## src/bdef_pkg.sv

```systemverilog
// ----------------------------------------------------------------------------
// bdef_pkg
// Types and constants shared by the byte difference extent finder modules.
// ----------------------------------------------------------------------------
package bdef_pkg;

	localparam int PAGE_W = 25;
	localparam int GAP_W  = 16;
	localparam int LEN_W  = 25;
	localparam int RUN_W  = 17;
	localparam int CFG_W  = 25;
	localparam int CFG_IDX_W = 1;

	localparam logic [PAGE_W-1:0] PAGE_SIZE_RESET = PAGE_W'(4096);
	localparam logic [GAP_W-1:0]  MERGE_GAP_RESET = GAP_W'(12);
	localparam logic [RUN_W-1:0]  RUN_MAX         = '1;

	localparam logic [CFG_IDX_W-1:0] CFG_PAGE_SIZE = 1'b0;
	localparam logic [CFG_IDX_W-1:0] CFG_MERGE_GAP = 1'b1;

	typedef struct packed {
		logic [7:0] ref_byte;
		logic [7:0] new_byte;
		logic       stream_end;
	} in_item_t;

	typedef struct packed {
		logic differ;
		logic last;
		logic page_last;
	} class_flags_t;

	localparam int FLAGS_W = $bits(class_flags_t);

endpackage

```

## src/bdef_queue.sv

```systemverilog
// ----------------------------------------------------------------------------
// bdef_queue
// Small synchronous FIFO built from registers; depth is a power of two.
// ----------------------------------------------------------------------------
module bdef_queue #(
	parameter int WIDTH = 8,
	parameter int DEPTH = 4
) (
	input  logic             clk,
	input  logic             arst_n,
	input  logic             wr_en,
	input  logic [WIDTH-1:0] wr_data,
	output logic             full,
	input  logic             rd_en,
	output logic [WIDTH-1:0] rd_data,
	output logic             empty
);
	localparam int PTR_W = (DEPTH > 1) ? $clog2(DEPTH) : 1;
	localparam int CNT_W = $clog2(DEPTH + 1);

	logic [WIDTH-1:0] mem_q [DEPTH];
	logic [PTR_W-1:0] wr_ptr_q;
	logic [PTR_W-1:0] rd_ptr_q;
	logic [CNT_W-1:0] count_q;
	logic             do_wr;
	logic             do_rd;

	assign full    = (count_q == CNT_W'(DEPTH));
	assign empty   = (count_q == '0);
	assign do_wr   = wr_en && !full;
	assign do_rd   = rd_en && !empty;
	assign rd_data = mem_q[rd_ptr_q];

	always_ff @(posedge clk) begin
		if (do_wr) begin
			mem_q[wr_ptr_q] <= wr_data;
		end
	end

	always_ff @(posedge clk or negedge arst_n) begin
		if (!arst_n) begin
			wr_ptr_q <= '0;
			rd_ptr_q <= '0;
			count_q  <= '0;
		end else begin
			if (do_wr) begin
				wr_ptr_q <= wr_ptr_q + PTR_W'(1);
			end
			if (do_rd) begin
				rd_ptr_q <= rd_ptr_q + PTR_W'(1);
			end
			if (do_wr && !do_rd) begin
				count_q <= count_q + CNT_W'(1);
			end else if (do_rd && !do_wr) begin
				count_q <= count_q - CNT_W'(1);
			end
		end
	end

endmodule

```

## src/bdef_front.sv

```systemverilog
// ----------------------------------------------------------------------------
// bdef_front
// Accepts byte pairs, tracks stream and page position, and classifies each
// pair as differing or equal, last of page and last of stream.
// ----------------------------------------------------------------------------
module bdef_front #(
	parameter int OFFSET_BITS = 48
) (
	input  logic                            clk,
	input  logic                            arst_n,
	input  logic                            accept,
	input  bdef_pkg::in_item_t              item,
	input  logic [bdef_pkg::PAGE_W-1:0]     page_bytes,
	output bdef_pkg::class_flags_t          flags,
	output logic [OFFSET_BITS-1:0]          pos
);
	import bdef_pkg::*;

	logic [OFFSET_BITS-1:0] byte_pos_q;
	logic [PAGE_W-1:0]      page_pos_q;
	logic [PAGE_W:0]        page_pos_inc;

	assign page_pos_inc    = {1'b0, page_pos_q} + (PAGE_W + 1)'(1);
	assign flags.differ    = (item.ref_byte != item.new_byte);
	assign flags.last      = item.stream_end;
	assign flags.page_last = (page_bytes == '0) || (page_pos_inc >= {1'b0, page_bytes});
	assign pos             = byte_pos_q;

	always_ff @(posedge clk or negedge arst_n) begin
		if (!arst_n) begin
			byte_pos_q <= '0;
			page_pos_q <= '0;
		end else if (accept) begin
			if (flags.last) begin
				byte_pos_q <= '0;
				page_pos_q <= '0;
			end else begin
				byte_pos_q <= byte_pos_q + OFFSET_BITS'(1);
				page_pos_q <= flags.page_last ? '0 : page_pos_inc[PAGE_W-1:0];
			end
		end
	end

endmodule

```

## src/bdef_back.sv

```systemverilog
// ----------------------------------------------------------------------------
// bdef_back
// Builds extents from classified byte pairs and emits offset and length
// when an extent closes.
// ----------------------------------------------------------------------------
module bdef_back #(
	parameter int OFFSET_BITS = 48
) (
	input  logic                         clk,
	input  logic                         arst_n,
	input  logic                         go,
	input  bdef_pkg::class_flags_t       flags,
	input  logic [OFFSET_BITS-1:0]       pos,
	input  logic [bdef_pkg::GAP_W-1:0]   merge_gap,
	output logic                         emit,
	output logic [OFFSET_BITS-1:0]       extent_offset,
	output logic [bdef_pkg::LEN_W-1:0]   extent_length
);
	import bdef_pkg::*;

	logic                   open_q;
	logic [OFFSET_BITS-1:0] begin_q;
	logic [OFFSET_BITS-1:0] finish_q;
	logic [RUN_W-1:0]       run_q;

	logic [RUN_W-1:0]       run_inc;
	logic                   open_now;
	logic                   gap_close;
	logic                   close;
	logic [OFFSET_BITS-1:0] begin_now;
	logic [OFFSET_BITS-1:0] finish_now;
	logic [OFFSET_BITS-1:0] span;

	always_comb begin
		run_inc    = (run_q != RUN_MAX) ? run_q + RUN_W'(1) : run_q;
		open_now   = flags.differ || open_q;
		begin_now  = (flags.differ && !open_q) ? pos : begin_q;
		finish_now = flags.differ ? pos + OFFSET_BITS'(1) : finish_q;
		gap_close  = !flags.differ && open_q && (run_inc > RUN_W'(merge_gap));
		close      = open_now && (gap_close || flags.page_last || flags.last);
		span       = finish_now - begin_now;
	end

	assign emit          = go && close;
	assign extent_offset = begin_now;
	assign extent_length = LEN_W'(span);

	always_ff @(posedge clk or negedge arst_n) begin
		if (!arst_n) begin
			open_q <= 1'b0;
			run_q  <= '0;
		end else if (go) begin
			if (close) begin
				open_q <= 1'b0;
				run_q  <= '0;
			end else begin
				open_q <= open_now;
				if (flags.differ) begin
					run_q <= '0;
				end else if (open_q) begin
					run_q <= run_inc;
				end
			end
		end
	end

	always_ff @(posedge clk) begin
		if (go) begin
			begin_q  <= begin_now;
			finish_q <= finish_now;
		end
	end

endmodule

```

## src/byte_diff_extent_finder_unit.sv

```systemverilog
// ----------------------------------------------------------------------------
// byte_diff_extent_finder_unit
// Groups differing bytes of two streams into page-bounded extents.
// ----------------------------------------------------------------------------
// The unit takes one byte pair per clock cycle while full is low and reports
// each extent of differing bytes as an offset and a length. A request is
// classified in the cycle it is pushed and lands in a four-entry queue; the
// extent logic takes one entry per cycle while the result queue has room and
// writes a closed extent into a two-entry result queue, so a result passes
// both queues before it reaches the result ports. Throughput is one request
// per cycle, limited by the single extent update per entry, and it is
// sustained as long as results are popped as fast as they are produced.
// Configuration changes must be made while no request is in flight.
module byte_diff_extent_finder_unit #(
	parameter int OFFSET_BITS = 48
) (
	input  logic                           clk,
	input  logic                           arst_n,
	input  logic                           push,
	output logic                           full,
	input  bdef_pkg::in_item_t             item,
	output logic                           empty,
	input  logic                           pop,
	output logic [OFFSET_BITS-1:0]         extent_offset,
	output logic [bdef_pkg::LEN_W-1:0]     extent_length,
	input  logic                           cfg_we,
	input  logic [bdef_pkg::CFG_IDX_W-1:0] cfg_index,
	input  logic [bdef_pkg::CFG_W-1:0]     cfg_data
);
	import bdef_pkg::*;

	localparam int CQ_W = FLAGS_W + OFFSET_BITS;
	localparam int RQ_W = OFFSET_BITS + LEN_W;

	logic [PAGE_W-1:0]      page_bytes_q;
	logic [GAP_W-1:0]       merge_gap_q;

	class_flags_t           f_flags;
	logic [OFFSET_BITS-1:0] f_pos;
	logic                   accept;

	logic [CQ_W-1:0]        cq_data;
	logic                   cq_empty;
	class_flags_t           b_flags;
	logic [OFFSET_BITS-1:0] b_pos;

	logic                   rq_full;
	logic                   go;
	logic                   emit;
	logic [OFFSET_BITS-1:0] b_offset;
	logic [LEN_W-1:0]       b_length;
	logic [RQ_W-1:0]        rq_data;

	always_ff @(posedge clk or negedge arst_n) begin
		if (!arst_n) begin
			page_bytes_q <= PAGE_SIZE_RESET;
			merge_gap_q  <= MERGE_GAP_RESET;
		end else if (cfg_we) begin
			case (cfg_index)
				CFG_PAGE_SIZE: page_bytes_q <= cfg_data[PAGE_W-1:0];
				CFG_MERGE_GAP: merge_gap_q  <= cfg_data[GAP_W-1:0];
				default: ;
			endcase
		end
	end

	assign accept = push && !full;

	bdef_front #(.OFFSET_BITS(OFFSET_BITS)) u_front (
		.clk        (clk),
		.arst_n     (arst_n),
		.accept     (accept),
		.item       (item),
		.page_bytes (page_bytes_q),
		.flags      (f_flags),
		.pos        (f_pos)
	);

	bdef_queue #(.WIDTH(CQ_W), .DEPTH(4)) u_class_q (
		.clk     (clk),
		.arst_n  (arst_n),
		.wr_en   (accept),
		.wr_data ({f_flags, f_pos}),
		.full    (full),
		.rd_en   (go),
		.rd_data (cq_data),
		.empty   (cq_empty)
	);

	assign b_flags = cq_data[CQ_W-1:OFFSET_BITS];
	assign b_pos   = cq_data[OFFSET_BITS-1:0];
	assign go      = !cq_empty && !rq_full;

	bdef_back #(.OFFSET_BITS(OFFSET_BITS)) u_back (
		.clk           (clk),
		.arst_n        (arst_n),
		.go            (go),
		.flags         (b_flags),
		.pos           (b_pos),
		.merge_gap     (merge_gap_q),
		.emit          (emit),
		.extent_offset (b_offset),
		.extent_length (b_length)
	);

	bdef_queue #(.WIDTH(RQ_W), .DEPTH(2)) u_result_q (
		.clk     (clk),
		.arst_n  (arst_n),
		.wr_en   (emit),
		.wr_data ({b_offset, b_length}),
		.full    (rq_full),
		.rd_en   (pop),
		.rd_data (rq_data),
		.empty   (empty)
	);

	assign extent_offset = rq_data[RQ_W-1:LEN_W];
	assign extent_length = rq_data[LEN_W-1:0];

endmodule

```

## config.mk

```make
export PLATFORM = sky130hd
export DESIGN_NAME = byte_diff_extent_finder_unit
export DESIGN_NICKNAME = d
export VERILOG_FILES = /design/src/bdef_pkg.sv /design/src/bdef_queue.sv /design/src/bdef_front.sv /design/src/bdef_back.sv /design/src/byte_diff_extent_finder_unit.sv
export SDC_FILE = /design/constraint.sdc
export NUM_CORES = 1
export LEC_CHECK = 0
export ABC_AREA = 1
export BUFFER_PORTS_ARGS = -buffer_cell sky130_fd_sc_hd__clkbuf_2
export CELL_PAD_IN_SITES_DETAIL_PLACEMENT = 1
export CELL_PAD_IN_SITES_GLOBAL_PLACEMENT = 1
export CORE_MARGIN = 5
export CORE_UTILIZATION = 53
export CTS_CLUSTER_DIAMETER = 150
export DETAILED_ROUTE_END_ITERATION = 16
export PLACE_DENSITY_LB_ADDON = 0.15
export SLEW_MARGIN = 20
export SYNTH_ARGS = -nofsm -noshare
export SYNTH_HDL_FRONTEND = slang
export SYNTH_SLANG_ARGS = --single-unit
```

## constraint.sdc

```tcl
create_clock -name clk -period 19.65 [get_ports clk]
set_clock_uncertainty 0.2 [all_clocks]
set_input_delay 1.965 -clock clk [delete_from_list [all_inputs] [get_ports clk]]
set_output_delay 1.965 -clock clk [all_outputs]
set_load 0.005 [all_outputs]
```

==> flow_metrics.tcl <==
set metrics [dict create \
    instances_no_fill 3548 \
    die_w_um 235 \
    maxCapViolCount 0 \
    vias 20000 \
    path_clk_slew_ns 0.06 \
    synth_warnings 0 \
    path_common_cell "nand2_1" \
    max_freq_ghz 0.181 \
    final_core_util_pct 60.2 \
    hp-class "flop to flop" \
    core_um2 50100 \
    wl_per_cell_um 20.4 \
    top_level_ports 123 \
    ant_nets 0 \
    seq_area_frac_synth_pct 60.8 \
    firstDrtPassIters 5 \
    cp-start-kind "flop" \
    async_flop_share_pct 25.3 \
    fp.dieH_um 235 \
    via_per_inst 5.64 \
    antenna_found_initial 0 \
    row_count 82 \
    diodes 0 \
    critPathCaptureType "flop" \
    ys_seq_elements 566 \
    max-vdd-ir-drop_mv 0.117 \
    cts.sinks 566 \
    muxShareOfSynthArea_pct 0 \
    synth_top_family_by_area "simple AND/OR/NAND/NOR gates" \
    n_fill_cell 5596 \
    slew_viol_final 0 \
    worst_pin_slew_ns 1.07 \
    grt_usage_pct 25.6 \
    syn_area_um2 26800 \
    yosysTopAreaCellShare_pct 47.5 \
    rsz0062_at_grt "no" \
    ctsResizeCount 0 \
    routed_wl_um 72500 \
    syn_inst 2716 \
    die_area_um2 55100 \
    drive_above_1_share_pct 11.0 \
    fin_crit_sh_pct 28.1 \
    yosys.area_share.simple_pct 20.2 \
    gp_congestion 0.880 \
    synth_ff_type "edfxtp_1" \
    cts_setup_buffers 0 \
    first_iter_violations 1321 \
    nets 2952 \
    synth_edf_count 423 \
    cts_max_level 2 \
    slowest_delay_ns 0.79 \
    tritoncts "yes" \
    grt_pass1_vias 21500 \
    p_leak_nw 12.8 \
    insertion_delay_ns 0.64 \
    ff2ff_setup_slack_ns 14.13 \
    fin_crit_ns 5.52 \
    status "finished, final reports clean" \
    grt-ovfl-total 0 \
    grt_max_degree 100 \
    critPathRequiredTime_ns 19.83 \
    critPathTopFamily "buffers and inverters" \
    avgSynthCellArea_um2 9.86 \
    crit_type "flop to flop" \
    setup_tns_ns 0 \
    relSlewSlack_pct 28.6 \
    cts_buffers 57 \
    synth_most_common_cell "nand2_1" \
    cts_buffer_depth 3 \
    root_buffer "clkbuf_16" \
    area_delta_synth_final_pct 12.6 \
    synth_compound_area_share_pct 7.04 \
    port_buffers 122 \
    grt_pass1_wl_um 115000 \
    arrival_ns 5.70 \
    crit_path_max_fanout 99 \
    hpwl_um 48200 \
    ys_types 54 \
    initial_core_util_pct 53.5 \
    synth_xor_area_share_pct 2.81 \
    cp_slowest_cell "buf_4" \
    synthAdderAreaFrac_pct 3.66 \
    synth_top_cell_by_area "edfxtp_1" \
    finalHoldViolations 0 \
    route.detailed.drc 0 \
    synth_commonest_cells "760 x nand2_1, 423 x edfxtp_1, 263 x inv_1" \
    cts_hold_buffers 0 \
    dp.cells 3440 \
    cp_num_buf_inv 3 \
    synth_nets 2841 \
    synthTopCellsByArea "edfxtp_1 47%, dfrtp_1 13%, nand2_1 11%, inv_1 3.7%, ha_1 3.5%" \
    setup_viol 0 \
    crit_chain "buf_4, nand2_1, nand3_1, nand2_1, nor2_4, buf_4, inv_1, o21ai_0, ha_1, nand2_1, o21ai_1, a21oi_1, o21ai_1, a21oi_1, o21ai_1, nand2_1, nand2_1, nand2_1, nand2_1" \
    p_per_area_nw_per_um2 194 \
]
==> cells in the final DEF (no fill, tap or decap), types with 15 or more instances in the layout <==
| master | netlist | layout |
|---|---|---|
| buf_4 | 6 | 19 |
| nor2_1 | 216 | 210 |
| nand2_2 | 17 | 17 |
| o21ai_0 | 167 | 167 |
| nor4_1 | 16 | 16 |
| xor2_1 | 48 | 48 |
| nor3_1 | 55 | 55 |
| dfrtp_1 | 140 | 138 |
| ha_1 | 75 | 75 |
| edfxtp_1 | 423 | 423 |
| xnor2_1 | 38 | 38 |
| clkbuf_16 | 0 | 57 |
| o22ai_1 | 24 | 24 |
| clkbuf_2 | 0 | 121 |
| inv_1 | 263 | 261 |
| nand2_1 | 760 | 760 |
| nand3_1 | 133 | 133 |
| nor2_2 | 15 | 15 |
| nand4_1 | 45 | 45 |
| a21oi_1 | 94 | 94 |
==> path summary, 6_finish.rpt <==
path                            depth (start not counted)                      end                  start
worst min-delay path                                    2      u_result_q.wr_ptr_q    u_result_q.wr_ptr_q
min in group asynchronous                               1         u_back.run_q[12]                 arst_n
max in group asynchronous                               2          u_front.pos[42]                 arst_n
worst min register to register                          2      u_result_q.wr_ptr_q    u_result_q.wr_ptr_q
worst max-delay path                                   19  u_result_q.mem_q[1][17]  u_class_q.rd_ptr_q[0]
worst max register to register                         19  u_result_q.mem_q[1][17]  u_class_q.rd_ptr_q[0]
==> power breakdown <==
part	internal (mW)	switching [mW]	total, mW
combinational	0.727	1.79	2.52
clock	0.748	0.484	1.23
sequential	1.96	0.121	2.08
==> stage by stage <==
step,power [mW],worst slack (ns),area (um^2),hold slack [ns]
detailed placement,4.58,14.09,28000,0.271
global route,6.20,13.65,30100,0.306
floorplan,3.73,10.27,26800,0.242
finish,5.83,14.13,30100,0.289
global placement,4.42,14.35,28000,0.254
CTS,5.87,14.07,30100,0.294
==> worst register-to-register path: stages, from the launching register on <==
cell	delay (ns)
dfrtp_2	0.38
buf_4	0.79
nand2_1	0.15
nand3_1	0.14
nand2_1	0.11
nor2_4	0.08
buf_4	0.54
inv_1	0.65
o21ai_0	0.41
ha_1	0.29
nand2_1	0.09
o21ai_1	0.11
a21oi_1	0.38
o21ai_1	0.21
a21oi_1	0.35
o21ai_1	0.15
nand2_1	0.10
nand2_1	0.05
nand2_1	0.05
nand2_1	0.05
==> kinds of logic after synthesis <==
family | Yosys count
adders and majority gates | 77
and+or+nand+nor | 1281
buffers and inverters | 362
AOI/OAI and AO/OA | 344
DFF | 566
xor gates and xnor gates | 86
==> flip-flops by register name, indices dropped and copies added (netlist names) <==
register and flops:
u_result_q.wr_ptr_q 1, u_class_q.wr_ptr_q 2, u_back.open_q 1, u_back.run_q 17, u_result_q.count_q 2, u_back.begin_q 48, u_class_q.mem_q 204, u_front.page_pos_q 25
u_result_q.rd_ptr_q 1, u_class_q.count_q 3, page_bytes_q 25, u_result_q.mem_q 146, merge_gap_q 16, u_back.finish_q 25, u_class_q.rd_ptr_q 2, u_front.pos 48
==> metal layers <==
metal / global-route usage [%] / routed length (um) / vias to the layer above
li1: - / - / 9356
met1: 32.5 / 30300 / 10100
met2: 47.0 / 37800 / 446
met3: 3.05 / 2730 / 109
met4: 6.58 / 1620 / 0
met5: 0 / 0 / -
==> layout make-up <==
class | count | area, um^2 | area share [%]
Clock buffer | 70 | 1550 | 5.13
Tap cell | 672 | 841 | 2.79
Inverter | 273 | 1030 | 3.41
Sequential cell | 566 | 16300 | 54.0
Multi-Input combinational cell | 1788 | 9080 | 30.1
Clock inverter | 38 | 607 | 2.01
Timing Repair Buffer | 141 | 759 | 2.52
Note: power is estimated with default switching activity, not from simulation.
